<file path="config.mk">
export PLATFORM = sky130hd
export DESIGN_NAME = nine_patch_address_generator
export DESIGN_NICKNAME = d
export VERILOG_FILES = /design/src/rtl/npag_pkg.sv /design/src/rtl/npag_regs.sv /design/src/rtl/npag_ctrl.sv /design/src/rtl/npag_index.sv /design/src/rtl/nine_patch_address_generator.sv
export SDC_FILE = /design/constraint.sdc
export NUM_CORES = 2
export LEC_CHECK = 0
export ABC_AREA = 1
export BUFFER_PORTS_ARGS = -buffer_cell sky130_fd_sc_hd__buf_2
export CAP_MARGIN = 0
export CORE_UTILIZATION = 45
export CTS_BUF_LIST = sky130_fd_sc_hd__clkbuf_8
export DETAILED_ROUTE_END_ITERATION = 8
export PLACE_DENSITY_LB_ADDON = 0.15
export SYNTH_ARGS = -nofsm -noshare
export SYNTH_HDL_FRONTEND = slang
export SYNTH_SLANG_ARGS = --single-unit
</file>
<file path="constraint.sdc">
create_clock -name clk -period 7.2 [get_ports clk]
set_input_delay 2.16 -clock clk [delete_from_list [all_inputs] [get_ports clk]]
set_output_delay 2.16 -clock clk [all_outputs]
set_load 0.05 [all_outputs]
</file>
<file path="src/rtl/npag_pkg.sv">
// shared types and codes for the nine-patch address generator
package npag_pkg;

	localparam int REG_W  = 13;   // configuration register width
	localparam int DIM_W  = 12;   // content size field width
	localparam int MAP_W  = 14;   // mapped source coordinate width
	localparam int IDX_W  = 24;   // pixel index width
	localparam int STAT_W = 2;
	localparam int ADDR_W = 5;
	localparam int DATA_W = 32;

	// register map, word index into the apb space
	typedef enum logic [2:0] {
		REG_IMAGE_WIDTH     = 3'd0,
		REG_IMAGE_HEIGHT    = 3'd1,
		REG_STRETCH_X_BEGIN = 3'd2,
		REG_STRETCH_X_END   = 3'd3,
		REG_STRETCH_Y_BEGIN = 3'd4,
		REG_STRETCH_Y_END   = 3'd5,
		REG_TARGET_PITCH    = 3'd6,
		REG_TARGET_ROWS     = 3'd7
	} reg_idx_t;

	// result status codes
	localparam logic [STAT_W-1:0] STATUS_OK    = 2'd0;
	localparam logic [STAT_W-1:0] STATUS_SMALL = 2'd1;
	localparam logic [STAT_W-1:0] STATUS_IDLE  = 2'd2;

	// command codes
	localparam logic CMD_START = 1'b0;
	localparam logic CMD_STEP  = 1'b1;

	// register file contents
	typedef struct packed {
		logic [REG_W-1:0] image_width;
		logic [REG_W-1:0] image_height;
		logic [REG_W-1:0] stretch_x_begin;
		logic [REG_W-1:0] stretch_x_end;
		logic [REG_W-1:0] stretch_y_begin;
		logic [REG_W-1:0] stretch_y_end;
		logic [REG_W-1:0] target_pitch;
		logic [REG_W-1:0] target_rows;
	} cfg_t;

	// one beat between the position stage and the index stage
	typedef struct packed {
		logic [STAT_W-1:0] status;
		logic [MAP_W-1:0]  src_row;
		logic [MAP_W-1:0]  src_col;
		logic [REG_W-1:0]  dst_row;
		logic [REG_W-1:0]  dst_col;
		logic              row_end;
		logic              frame_end;
	} pix_t;

endpackage

</file>
<file path="src/rtl/npag_regs.sv">
// apb configuration registers
module npag_regs (
	input  logic                          clk,
	input  logic                          arst_n,
	input  logic                          psel,
	input  logic                          penable,
	input  logic                          pwrite,
	input  logic [npag_pkg::ADDR_W-1:0]   paddr,
	input  logic [npag_pkg::DATA_W-1:0]   pwdata,
	output logic [npag_pkg::DATA_W-1:0]   prdata,
	output logic                          pready,
	output npag_pkg::cfg_t                cfg
);
	import npag_pkg::*;

	cfg_t         cfg_q;
	reg_idx_t     idx;
	logic         wr_en;
	logic [REG_W-1:0] wdata;
	logic [REG_W-1:0] rdata;

	assign idx    = reg_idx_t'(paddr[ADDR_W-1:2]);
	assign wr_en  = psel && penable && pwrite;
	assign wdata  = pwdata[REG_W-1:0];
	assign pready = 1'b1;
	assign cfg    = cfg_q;

	// register writes
	always_ff @(posedge clk or negedge arst_n) begin
		if (!arst_n) begin
			cfg_q.image_width     <= REG_W'(1);
			cfg_q.image_height    <= REG_W'(1);
			cfg_q.stretch_x_begin <= '0;
			cfg_q.stretch_x_end   <= REG_W'(1);
			cfg_q.stretch_y_begin <= '0;
			cfg_q.stretch_y_end   <= REG_W'(1);
			cfg_q.target_pitch    <= REG_W'(1);
			cfg_q.target_rows     <= REG_W'(1);
		end else if (wr_en) begin
			case (idx)
				REG_IMAGE_WIDTH:     cfg_q.image_width     <= wdata;
				REG_IMAGE_HEIGHT:    cfg_q.image_height    <= wdata;
				REG_STRETCH_X_BEGIN: cfg_q.stretch_x_begin <= wdata;
				REG_STRETCH_X_END:   cfg_q.stretch_x_end   <= wdata;
				REG_STRETCH_Y_BEGIN: cfg_q.stretch_y_begin <= wdata;
				REG_STRETCH_Y_END:   cfg_q.stretch_y_end   <= wdata;
				REG_TARGET_PITCH:    cfg_q.target_pitch    <= wdata;
				REG_TARGET_ROWS:     cfg_q.target_rows     <= wdata;
				default:             cfg_q                 <= cfg_q;
			endcase
		end
	end

	// read mux
	always_comb begin
		case (idx)
			REG_IMAGE_WIDTH:     rdata = cfg_q.image_width;
			REG_IMAGE_HEIGHT:    rdata = cfg_q.image_height;
			REG_STRETCH_X_BEGIN: rdata = cfg_q.stretch_x_begin;
			REG_STRETCH_X_END:   rdata = cfg_q.stretch_x_end;
			REG_STRETCH_Y_BEGIN: rdata = cfg_q.stretch_y_begin;
			REG_STRETCH_Y_END:   rdata = cfg_q.stretch_y_end;
			REG_TARGET_PITCH:    rdata = cfg_q.target_pitch;
			REG_TARGET_ROWS:     rdata = cfg_q.target_rows;
			default:             rdata = '0;
		endcase
	end

	assign prdata = DATA_W'(rdata);

endmodule

</file>
<file path="src/rtl/npag_ctrl.sv">
// frame state, raster position and coordinate mapping stage
module npag_ctrl #(
	parameter int MAX_DIM = 4096
) (
	input  logic                        clk,
	input  logic                        arst_n,
	input  npag_pkg::cfg_t              cfg,
	input  logic                        req_valid,
	output logic                        req_stall,
	input  logic                        cmd,
	input  logic [npag_pkg::DIM_W-1:0]  content_cols,
	input  logic [npag_pkg::DIM_W-1:0]  content_rows,
	input  logic                        blocked,
	output logic                        pix_valid,
	output npag_pkg::pix_t              pix
);
	import npag_pkg::*;

	localparam int          LIM_W   = 18;
	localparam logic [LIM_W-1:0] MAX_LIM = LIM_W'(MAX_DIM);

	// map one output coordinate to its source coordinate along one axis
	function automatic logic [MAP_W-1:0] map_axis(
		input logic [REG_W-1:0] pos,
		input logic [REG_W-1:0] first,
		input logic [MAP_W-1:0] edge_pos,
		input logic [REG_W-1:0] last
	);
		logic [MAP_W-1:0] res;
		if (pos < first)
			res = MAP_W'(pos);
		else if (MAP_W'(pos) >= edge_pos)
			res = MAP_W'(pos) - edge_pos + MAP_W'(last);
		else
			res = MAP_W'(first);
		return res;
	endfunction

	// frame state
	logic [REG_W-1:0] out_row_q, out_col_q, out_width_q, out_height_q;
	logic [MAP_W-1:0] right_edge_q, bottom_edge_q;
	logic             frame_active_q;

	// stage 1 register
	logic pix_valid_s1;
	pix_t pix_s1;

	logic        advance, accept;
	logic [15:0] w_s, h_s;
	logic        reject;
	logic        last_col, last_row;
	pix_t        pix_d;

	assign advance   = !pix_valid_s1 || !blocked;
	assign req_stall = !advance;
	assign accept    = req_valid && advance;

	// output size, two's complement over 16 bits
	assign w_s = 16'(content_cols) + 16'(cfg.image_width)
	           - 16'(cfg.stretch_x_end) + 16'(cfg.stretch_x_begin);
	assign h_s = 16'(content_rows) + 16'(cfg.image_height)
	           - 16'(cfg.stretch_y_end) + 16'(cfg.stretch_y_begin);

	// negative, larger than the buffer, or larger than the limit
	assign reject = w_s[15] || h_s[15]
	             || (w_s[14:0] > 15'(cfg.target_pitch))
	             || (h_s[14:0] > 15'(cfg.target_rows))
	             || (LIM_W'(w_s[14:0]) > MAX_LIM)
	             || (LIM_W'(h_s[14:0]) > MAX_LIM);

	assign last_col = ((MAP_W'(out_col_q) + MAP_W'(1)) == MAP_W'(out_width_q));
	assign last_row = ((MAP_W'(out_row_q) + MAP_W'(1)) == MAP_W'(out_height_q));

	// result of the current item
	always_comb begin
		pix_d = '0;
		if (cmd == CMD_START) begin
			pix_d.status = reject ? STATUS_SMALL : STATUS_OK;
		end else if (!frame_active_q) begin
			pix_d.status = STATUS_IDLE;
		end else begin
			pix_d.status    = STATUS_OK;
			pix_d.src_col   = map_axis(out_col_q, cfg.stretch_x_begin, right_edge_q,
			                           cfg.stretch_x_end);
			pix_d.src_row   = map_axis(out_row_q, cfg.stretch_y_begin, bottom_edge_q,
			                           cfg.stretch_y_end);
			pix_d.dst_row   = out_row_q;
			pix_d.dst_col   = out_col_q;
			pix_d.row_end   = last_col;
			pix_d.frame_end = last_col && last_row;
		end
	end

	// frame state update
	always_ff @(posedge clk or negedge arst_n) begin
		if (!arst_n) begin
			out_row_q      <= '0;
			out_col_q      <= '0;
			out_width_q    <= '0;
			out_height_q   <= '0;
			right_edge_q   <= '0;
			bottom_edge_q  <= '0;
			frame_active_q <= 1'b0;
		end else if (accept) begin
			if (cmd == CMD_START) begin
				out_row_q <= '0;
				out_col_q <= '0;
				if (reject) begin
					frame_active_q <= 1'b0;
				end else begin
					out_width_q    <= w_s[REG_W-1:0];
					out_height_q   <= h_s[REG_W-1:0];
					right_edge_q   <= MAP_W'(content_cols) + MAP_W'(cfg.stretch_x_begin);
					bottom_edge_q  <= MAP_W'(content_rows) + MAP_W'(cfg.stretch_y_begin);
					frame_active_q <= (w_s != '0) && (h_s != '0);
				end
			end else if (frame_active_q) begin
				if (last_col) begin
					out_col_q <= '0;
					if (last_row) begin
						out_row_q      <= '0;
						frame_active_q <= 1'b0;
					end else begin
						out_row_q <= out_row_q + REG_W'(1);
					end
				end else begin
					out_col_q <= out_col_q + REG_W'(1);
				end
			end
		end
	end

	// stage 1 valid
	always_ff @(posedge clk or negedge arst_n) begin
		if (!arst_n) begin
			pix_valid_s1 <= 1'b0;
		end else if (advance) begin
			pix_valid_s1 <= req_valid;
		end
	end

	// stage 1 payload
	always_ff @(posedge clk) begin
		if (accept) begin
			pix_s1 <= pix_d;
		end
	end

	assign pix_valid = pix_valid_s1;
	assign pix       = pix_s1;

`ifndef SYNTHESIS
	// last pixel of a frame is always last of its row
	a_frame_end_row_end: assert property (@(posedge clk) disable iff (!arst_n)
		pix_valid_s1 && pix_s1.frame_end |-> pix_s1.row_end)
		else $error("frame_end without row_end");

	// raster position stays inside the active frame
	a_pos_in_frame: assert property (@(posedge clk) disable iff (!arst_n)
		frame_active_q |-> (out_col_q < out_width_q) && (out_row_q < out_height_q))
		else $error("raster position outside frame");

	// a rejected start leaves no frame active
	a_reject_idle: assert property (@(posedge clk) disable iff (!arst_n)
		accept && (cmd == CMD_START) && reject |=> !frame_active_q)
		else $error("frame active after rejected start");

	// a held stage 1 beat does not change
	a_s1_hold: assert property (@(posedge clk) disable iff (!arst_n)
		pix_valid_s1 && blocked |=> pix_valid_s1 && $stable(pix_s1))
		else $error("stage 1 beat changed while held");
`endif

endmodule

</file>
<file path="src/rtl/npag_index.sv">
// index multipliers and result register
module npag_index (
	input  logic                         clk,
	input  logic                         arst_n,
	input  npag_pkg::cfg_t               cfg,
	input  logic                         pix_valid,
	input  npag_pkg::pix_t               pix,
	output logic                         blocked,
	output logic                         rsp_valid,
	input  logic                         rsp_stall,
	output logic [npag_pkg::STAT_W-1:0]  status,
	output logic [npag_pkg::IDX_W-1:0]   src_index,
	output logic [npag_pkg::IDX_W-1:0]   dst_index,
	output logic                         row_end,
	output logic                         frame_end
);
	import npag_pkg::*;

	localparam int SRC_P_W = MAP_W + REG_W;
	localparam int DST_P_W = 2 * REG_W;

	logic               rsp_valid_s2;
	logic [STAT_W-1:0]  status_s2;
	logic [IDX_W-1:0]   src_s2, dst_s2;
	logic               row_end_s2, frame_end_s2;
	logic [SRC_P_W-1:0] src_full;
	logic [DST_P_W-1:0] dst_full;

	assign blocked = rsp_valid_s2 && rsp_stall;

	// row times stride plus column, kept to the index width
	assign src_full = SRC_P_W'(pix.src_row) * SRC_P_W'(cfg.image_width)
	                + SRC_P_W'(pix.src_col);
	assign dst_full = DST_P_W'(pix.dst_row) * DST_P_W'(cfg.target_pitch)
	                + DST_P_W'(pix.dst_col);

	// result valid
	always_ff @(posedge clk or negedge arst_n) begin
		if (!arst_n) begin
			rsp_valid_s2 <= 1'b0;
		end else if (!blocked) begin
			rsp_valid_s2 <= pix_valid;
		end
	end

	// result payload
	always_ff @(posedge clk) begin
		if (!blocked && pix_valid) begin
			status_s2    <= pix.status;
			src_s2       <= src_full[IDX_W-1:0];
			dst_s2       <= dst_full[IDX_W-1:0];
			row_end_s2   <= pix.row_end;
			frame_end_s2 <= pix.frame_end;
		end
	end

	assign rsp_valid = rsp_valid_s2;
	assign status    = status_s2;
	assign src_index = src_s2;
	assign dst_index = dst_s2;
	assign row_end   = row_end_s2;
	assign frame_end = frame_end_s2;

endmodule

</file>
<file path="src/rtl/nine_patch_address_generator.sv">
// nine-patch address generator top level
// Returns one response beat per request, in order, via the stage 1 and result registers.
// A start beat (cmd 0) sizes a frame from the content size and the image borders and
// answers ok or buffer too small; each step beat (cmd 1) returns the destination and
// source index of the next output pixel in raster order, or no frame active. Throughput
// is one beat per cycle, set by the position stage and the index multiplier stage; a
// stalled response holds the pipeline, and a request is still taken while it has an
// empty slot. Users must write registers over apb only while idle; this is not checked.
module nine_patch_address_generator #(
	parameter int MAX_DIM = 4096
) (
	input  logic                          clk,
	input  logic                          arst_n,
	input  logic                          psel,
	input  logic                          penable,
	input  logic                          pwrite,
	input  logic [npag_pkg::ADDR_W-1:0]   paddr,
	input  logic [npag_pkg::DATA_W-1:0]   pwdata,
	output logic [npag_pkg::DATA_W-1:0]   prdata,
	output logic                          pready,
	input  logic                          req_valid,
	output logic                          req_stall,
	input  logic                          cmd,
	input  logic [npag_pkg::DIM_W-1:0]    content_cols,
	input  logic [npag_pkg::DIM_W-1:0]    content_rows,
	output logic                          rsp_valid,
	input  logic                          rsp_stall,
	output logic [npag_pkg::STAT_W-1:0]   status,
	output logic [npag_pkg::IDX_W-1:0]    src_index,
	output logic [npag_pkg::IDX_W-1:0]    dst_index,
	output logic                          row_end,
	output logic                          frame_end
);
	import npag_pkg::*;

	cfg_t cfg;
	pix_t pix;
	logic pix_valid;
	logic blocked;

	// configuration registers
	npag_regs u_regs (
		.clk     (clk),
		.arst_n  (arst_n),
		.psel    (psel),
		.penable (penable),
		.pwrite  (pwrite),
		.paddr   (paddr),
		.pwdata  (pwdata),
		.prdata  (prdata),
		.pready  (pready),
		.cfg     (cfg)
	);

	// frame state and coordinate mapping
	npag_ctrl #(
		.MAX_DIM (MAX_DIM)
	) u_ctrl (
		.clk          (clk),
		.arst_n       (arst_n),
		.cfg          (cfg),
		.req_valid    (req_valid),
		.req_stall    (req_stall),
		.cmd          (cmd),
		.content_cols (content_cols),
		.content_rows (content_rows),
		.blocked      (blocked),
		.pix_valid    (pix_valid),
		.pix          (pix)
	);

	// index computation and response register
	npag_index u_index (
		.clk       (clk),
		.arst_n    (arst_n),
		.cfg       (cfg),
		.pix_valid (pix_valid),
		.pix       (pix),
		.blocked   (blocked),
		.rsp_valid (rsp_valid),
		.rsp_stall (rsp_stall),
		.status    (status),
		.src_index (src_index),
		.dst_index (dst_index),
		.row_end   (row_end),
		.frame_end (frame_end)
	);

endmodule
</file>
After elaboration in Yosys (flattened, before gate mapping). Index checks and enable logic that the tools add are counted.

Bits in registers: 297. Bits of input ports: 69. Output and inout port bits: 87. Logic and storage cells: 128.

$mul: 2. Multiplexer cells: 20. Add/subtract/negate cells: 18. Reduce and logical (&&, ||, !) cells: 33. Order comparisons: 8. Bitwise gates (word level): 5. Equality and inequality tests: 11.

Operators by type and width (number): $mux W13 (11); $pmux W13 S8 (1); $add A12 B13 Y14 (4); $add A16 B13 Y16 (2); $reduce_bool A16 Y1 (2); $sub A16 B13 Y16 (2); $gt A15 B13 Y1 (2); $gt A15 B13 Y1 const B (2); $add A13 B1 Y14 const B (2); $add A14 B13 Y14 (2); $eq A14 B13 Y1 (2); $ge A13 B14 Y1 (2); $sub A13 B14 Y14 (2); $add A13 B1 Y13 const B (2); $lt A13 B13 Y1 (2); $add A24 B13 Y24 (1); $add A24 B14 Y24 (1); $mul A13 B13 Y24 (1); $mul A14 B13 Y24 (1); $reduce_and A2 Y1 (10); $eq A3 B3 Y1 const B (4); $reduce_or A4 Y1 (2); $logic_and A1 B1 Y1 (7); $eq A3 B2 Y1 const B (2); other kinds (9) (28).

Depth between registers and ports, before layout.
Depth in word-level cells: 10. Gate-level depth with buffers: 36. Mapped depth without buffers: 35.

Hierarchy. From an unflattened synthesis, not the netlist that was laid out.

Cell total of the unflattened synthesis: 4746. Area total of the unflattened synthesis: 35502.8 µm².

Modules (own cells, without submodules): npag_ctrl (sequential area each 3793.6 µm², area an instance 15626.2 µm², instances 1, cells an instance 2195); npag_index (sequential area each 1586.5 µm², area an instance 14834.2 µm², instances 1, cells an instance 1944); npag_regs (sequential area each 2610.0 µm², area an instance 5042.3 µm², instances 1, cells an instance 607).

Worst setup path before layout. Ideal clock, no wire load.

Path type: input -> register. Start point: input content_cols[0] (netlist name). End point: register u_ctrl.pix_s1 (netlist bit u_ctrl.pix[56]), data pin. Arrival time: 6.198 ns. Library setup time: 0.266 ns. Buffers on the path: 1. Path slack: 0.736 ns. Required time: 6.934 ns. Cell stages on the path: 29. Cells stage by stage: ha_1 -> inv_1 -> fa_1 -> nand3b_1 -> and2_1 -> inv_1 -> a21oi_1 -> nor2_1 -> nor2_1 -> xor2_1 -> fa_1 -> inv_1 -> ha_1 -> nand2_1 -> nor2_1 -> nand3_1 -> nand3_1 -> nand2_1 -> nand2_1 -> xor2_1 -> ha_1 -> a21o_1 -> nor2_1 -> nand2_1 -> nand2_1 -> nand2_1 -> nor2_4 -> buf_2 -> nor2_1.

Longest elaborated chain between the ends: 10. Elaborated cells on any way between the ends: 12. Those cells by class: 3 x add/sub; 2 x order compare; 2 x mux; 5 x reduce/logical.

Ends and longest elaborated chain: from (decl) (line nine_patch_address_generator.sv:24) `input logic [npag_pkg::DIM_W-1:0] content_cols,`; $add A12 B13 Y14 * (line npag_ctrl.sv:59) `assign w_s = 16'(content_cols) + 16'(cfg.image_width)`; $sub A16 B13 Y16 * (line npag_ctrl.sv:60) `- 16'(cfg.stretch_x_end) + 16'(cfg.stretch_x_begin);`; $add A16 B13 Y16 * (line npag_ctrl.sv:60); via u_ctrl.w_s[12] (line npag_ctrl.sv:49) `logic [15:0] w_s, h_s;`; $gt A15 B13 Y1 (line npag_ctrl.sv:66) `|| (w_s[14:0] > 15'(cfg.target_pitch))`; $logic_or A1 B1 Y1 (line npag_ctrl.sv:66); $logic_or A1 B1 Y1 (line npag_ctrl.sv:67) `|| (h_s[14:0] > 15'(cfg.target_rows))`; $logic_or A1 B1 Y1 * (line npag_ctrl.sv:68) `|| (LIM_W'(w_s[14:0]) > MAX_LIM)`; $logic_or A1 B1 Y1 * (line npag_ctrl.sv:69) `|| (LIM_W'(h_s[14:0]) > MAX_LIM);`; $mux W1 * (line npag_ctrl.sv:78) `pix_d.status = reject ? STATUS_SMALL : STATUS_OK;`; $mux W2 * (line npag_ctrl.sv:77) `if (cmd == CMD_START) begin`; to (signal assigned) (line npag_ctrl.sv:145) `pix_s1 <= pix_d;`; to (decl) (line npag_ctrl.sv:46) `pix_t pix_s1;`.

Mark *: on every way through the listed nets, which the timed path passes. The rest lies on a longest branch. A chain may end at the register's enable or synchronous reset.

Worst setup path in the final report.
Start point: register u_regs.cfg_q (netlist bit u_regs.cfg[92]). End point: register u_index.src_s2[23], in the netlist u_index.src_index[23], data pin.

Longest elaborated chain between the ends: 2.

Ends and longest elaborated chain: from (decl) (line npag_regs.sv:16) `cfg_t cfg_q;`; from (signal assigned) (line npag_regs.sv:49) `default: cfg_q <= cfg_q;`; $mul A14 B13 Y24 (line npag_index.sv:32) `assign src_full = SRC_P_W'(pix.src_row) * SRC_P_W'(cfg.image_width)`; $add A24 B14 Y24 (line npag_index.sv:33) `+ SRC_P_W'(pix.src_col);`; via u_index.src_full[23] (line npag_index.sv:26) `logic [SRC_P_W-1:0] src_full;`; to (signal assigned) (line npag_index.sv:50) `src_s2 <= src_full[IDX_W-1:0];`; to (decl) (line npag_index.sv:24) `logic [IDX_W-1:0] src_s2, dst_s2;`.

The timed path passes the listed nets, and every way through them passes these cells.

==> results.md <==
* Reg power frac at 0.153
* Status: finished, violations left
* Crit Path Max Fanout at 17
* Leading area contributor after synthesis: fa_1
* Top_reg_cell synth: dfrtp_1
* Synth Instances at 4225
* Cts bufs inserted at 57
* Largest net degree at the start of global routing at 102
* Post-synth EDFFs at 110
* Max stage delay on crit path at 0.88 ns
* First-pass GRT wire length at 157000 µm
* Setup violations, final at 0
* CTS tree: yes
* Register area share after synthesis at 0.239
* Antenna Violating Nets Remaining at 0
* Netlist Area Pre-Place at 0.0334 mm²
* Clk network pwr share at 0.105
* Antenna violations before repair at 2
* Async SR Flop Fraction at 0.630
* Global route overflow at 0
* Final min period at 6.63 ns
* Crit Path Category: flop to flop
* # resized after CTS at 0
* Fin. max-slew vios at 0
* Remaining DRCs at 1
* Top Ports at 156
* Slowest cell on crit path: dfrtp_1
* Worst Clk Skew at 0.0495 ns
* Commonest cells post-synth: nand2_1, inv_1, ha_1
* Min-delay src: u_ctrl.out_height_q[4]
* Core ar. at 0.0732 mm²
* HP Class: flop to flop
* Final Wtd Congestion at 1.02
* Ratio of cells with drive above 1 in the final layout at 0.0717
* Die area at 0.0754 mm²
* Final Cell Area at 0.0365 mm²
* Worst setup SP type: flop
* Top-count cell post-synth: nand2_1
* Site Rows at 99
* P_leak at 19.4 nW
* Psw at 10.2 mW
* Routed length per instance at 19.0 µm
* Sw frac at 0.531
* Synth Warn # at 0
* Comb power frac at 0.743
* GRT Overall Usage at 0.273
* Final wirelength at 101000 µm
* Synth top area share at 0.195
* Worst-Skew Late Latency at 0.71 ns
* Initial DRC Count at 2204
* Die H at 275 µm
* Cell Chain, Critical Path: nand2_1, fa_1, inv_1, fa_1, fa_1, inv_1, fa_1, inv_1, fa_1, fa_1, ha_1, nand2_1, nor4_1, nand4_1, nand3_1, a31oi_1, xnor2_1
* Dpl cell area at 0.0351 mm²
* Unrepaired setup endpoints after global routing: false
* Vias per Instance at 5.25
* Most Frequent Cell on Critical Path: fa_1
* Root Driver: clkbuf_8
* FF-to-FF Start: u_regs.cfg[92]
* Pre-Repair DR Iteration Count at 8
* Hold-fix buffer count after cts at 0
* Avg Inst Size Synth at 7.92 µm²
* Peak supply drop at 0.000719 V
* Actual slew at the worst max-slew pin at 0.961 ns
* Slew HR at 0.360
* Hold Vio Cnt, Final at 0
* Critical Path RT at 7.65 ns
* Vias in the first global route at 26900
* Failing checks: design-rule violations
* Clk pin slew, worst setup/hold paths at 0.06 ns
* Pint at 9.00 mW
* Count of cell types in the netlist at 60
* Initial core utilization at 0.457
* Crit. Startpoint: u_regs.cfg[92]
* Largest delay contributor family on the critical path: adder cells
* Dominant cells by area after synthesis: fa_1, dfrtp_1, ha_1, nand2_1, edfxtp_1
* Chip Width at 275 µm
* Crit end category: flop
* Power per cell area at 526 mW/mm²
* Htree depth at 2
* Seq cells post-synth at 297
* Max cap viols at 0
* Area grow syn2layout at 9.04%
* Fin crit share at 0.920
* Dpl hpwl at 81600 µm
* Via count at 28000
* Buffers inserted by post-CTS timing repair at 0
* Clk sinks at 297
* Fmax at 0.151 GHz
* Clk buf depth at 3
* Worst Path Arrival at 7.08 ns
* Buf/Inv on CP at 3
* Post-route setup TNS at 0 ns
* Nets at 5061
* Number of port buffers at 114
-- per-layer routing --
| metal | part of all wire | wire length, µm | GRT usage |
|---|---|---|---|
| met5 | 0.00011 | 11 | 0 |
| met2 | 0.45 | 45400 | 0.425 |
| met3 | 0.066 | 6640 | 0.0342 |
| met1 | 0.45 | 45700 | 0.393 |
| met4 | 0.035 | 3510 | 0.0931 |
-- cell usage in the layout (no fill, tap or decap), types with 5 or more instances in the layout --
master / n
nand2_1: 1077
inv_1: 861
ha_1: 339
fa_1: 325
o21ai_0: 219
nor2_1: 188
dfrtp_1: 181
a21oi_1: 178
nand3_1: 132
buf_2: 113
edfxtp_1: 110
xor2_1: 92
nand4_1: 90
clkbuf_8: 76
buf_4: 60
o22ai_1: 57
xnor2_1: 50
nor3_1: 24
conb_1: 20
nand3b_1: 19
a21o_1: 13
o21ai_1: 13
or2_2: 11
a31oi_1: 10
o21a_1: 9
clkinv_2: 9
o211ai_1: 7
nor4_1: 6
bufinv_16: 6
dfstp_2: 6
a21boi_0: 5
o2111ai_1: 5
-- power by group through the flow --
stage / Sequential (mW) / Clock, mW / Combinational (mW)
6_report: 2.93 / 2.01 / 14.3
3_5_place_dp: 2.95 / 0 / 14.1
2_1_floorplan: 3.18 / 0 / 10.0
4_1_cts: 2.92 / 2.05 / 14.2
5_1_grt: 2.97 / 2.12 / 16.2
3_3_place_gp: 2.95 / 0 / 14.1
-- worst reg2reg max path: stages, from the launching register on --
cell and delay (ns):
dfrtp_1 0.88, nand2_1 0.18, fa_1 0.57, inv_1 0.05, fa_1 0.45, fa_1 0.52
inv_1 0.05, fa_1 0.52, inv_1 0.05, fa_1 0.50, fa_1 0.42, ha_1 0.39
nand2_1 0.15, nor4_1 0.69, nand4_1 0.30, nand3_1 0.34, a31oi_1 0.17, xnor2_1 0.15
-- sequential cells by signal (all words and copies together), names as in the netlist --
name,flops
u_ctrl.pix,58
u_ctrl.out_height_q,13
u_index.dst_index,24
u_ctrl.out_row_q,13
u_index.frame_end,1
u_ctrl.out_col_q,13
u_ctrl.frame_active_q,1
u_index.status,2
u_regs.cfg,104
u_index.src_index,24
u_ctrl.bottom_edge_q,14
u_ctrl.right_edge_q,14
u_index.rsp_valid,1
u_ctrl.out_width_q,13
u_ctrl.pix_valid,1
u_index.row_end,1
-- kinds of logic (layout without fill, tap and decap cells) --
kind of cell	after synthesis	in the layout	synth area share
buffers and inverters	1006	1140	0.117
xor gates and xnor gates	142	142	0.0372
and+or+nand+nor	1570	1570	0.195
other	2	21	0.000225
adders and majority gates	664	664	0.321
AOI/OAI and AO/OA	544	544	0.0897
DFF	297	297	0.239
-- path summary, 6_finish.rpt --
check                           cells past startpoint                      end  slack, ns
worst max-delay path                               17    u_index.src_index[23]       0.57
worst min-delay path                                2   u_ctrl.out_height_q[4]       0.47
worst max register to register                     17    u_index.src_index[23]       0.57
worst min register to register                      2   u_ctrl.out_height_q[4]       0.47
max in group asynchronous                           2  u_ctrl.bottom_edge_q[7]       4.55
min in group asynchronous                           1      u_ctrl.out_col_q[3]       1.49
-- stage by stage --
| step | util | std cells | setup WS, ns | hold slack, ns | power [mW] |
|---|---|---|---|---|---|
| floorplan | - | 4243 | 0.736 | 0.400 | 13.2 |
| global placement | 0.480 | 5228 | -0.0292 | 0.464 | 17.0 |
| detailed placement | 0.480 | 5228 | -0.00451 | 0.459 | 17.0 |
| CTS | 0.498 | 5336 | 0.714 | 0.474 | 19.2 |
| global route | 0.498 | 5337 | 0.249 | 0.485 | 21.3 |
| finish | 0.498 | 5337 | 0.573 | 0.470 | 19.2 |
-- cell type report --
type	count	area, µm²
multi-input cells	2940	21600
repair buffers	178	1110
clock inverters	33	310
diodes	1	2.50
flip-flops and latches	297	7990
clock buffers	75	1030
inverters	854	3210
well taps	959	1200
fillers	7312	36700
Note: power is estimated with default switching activity, not from simulation.
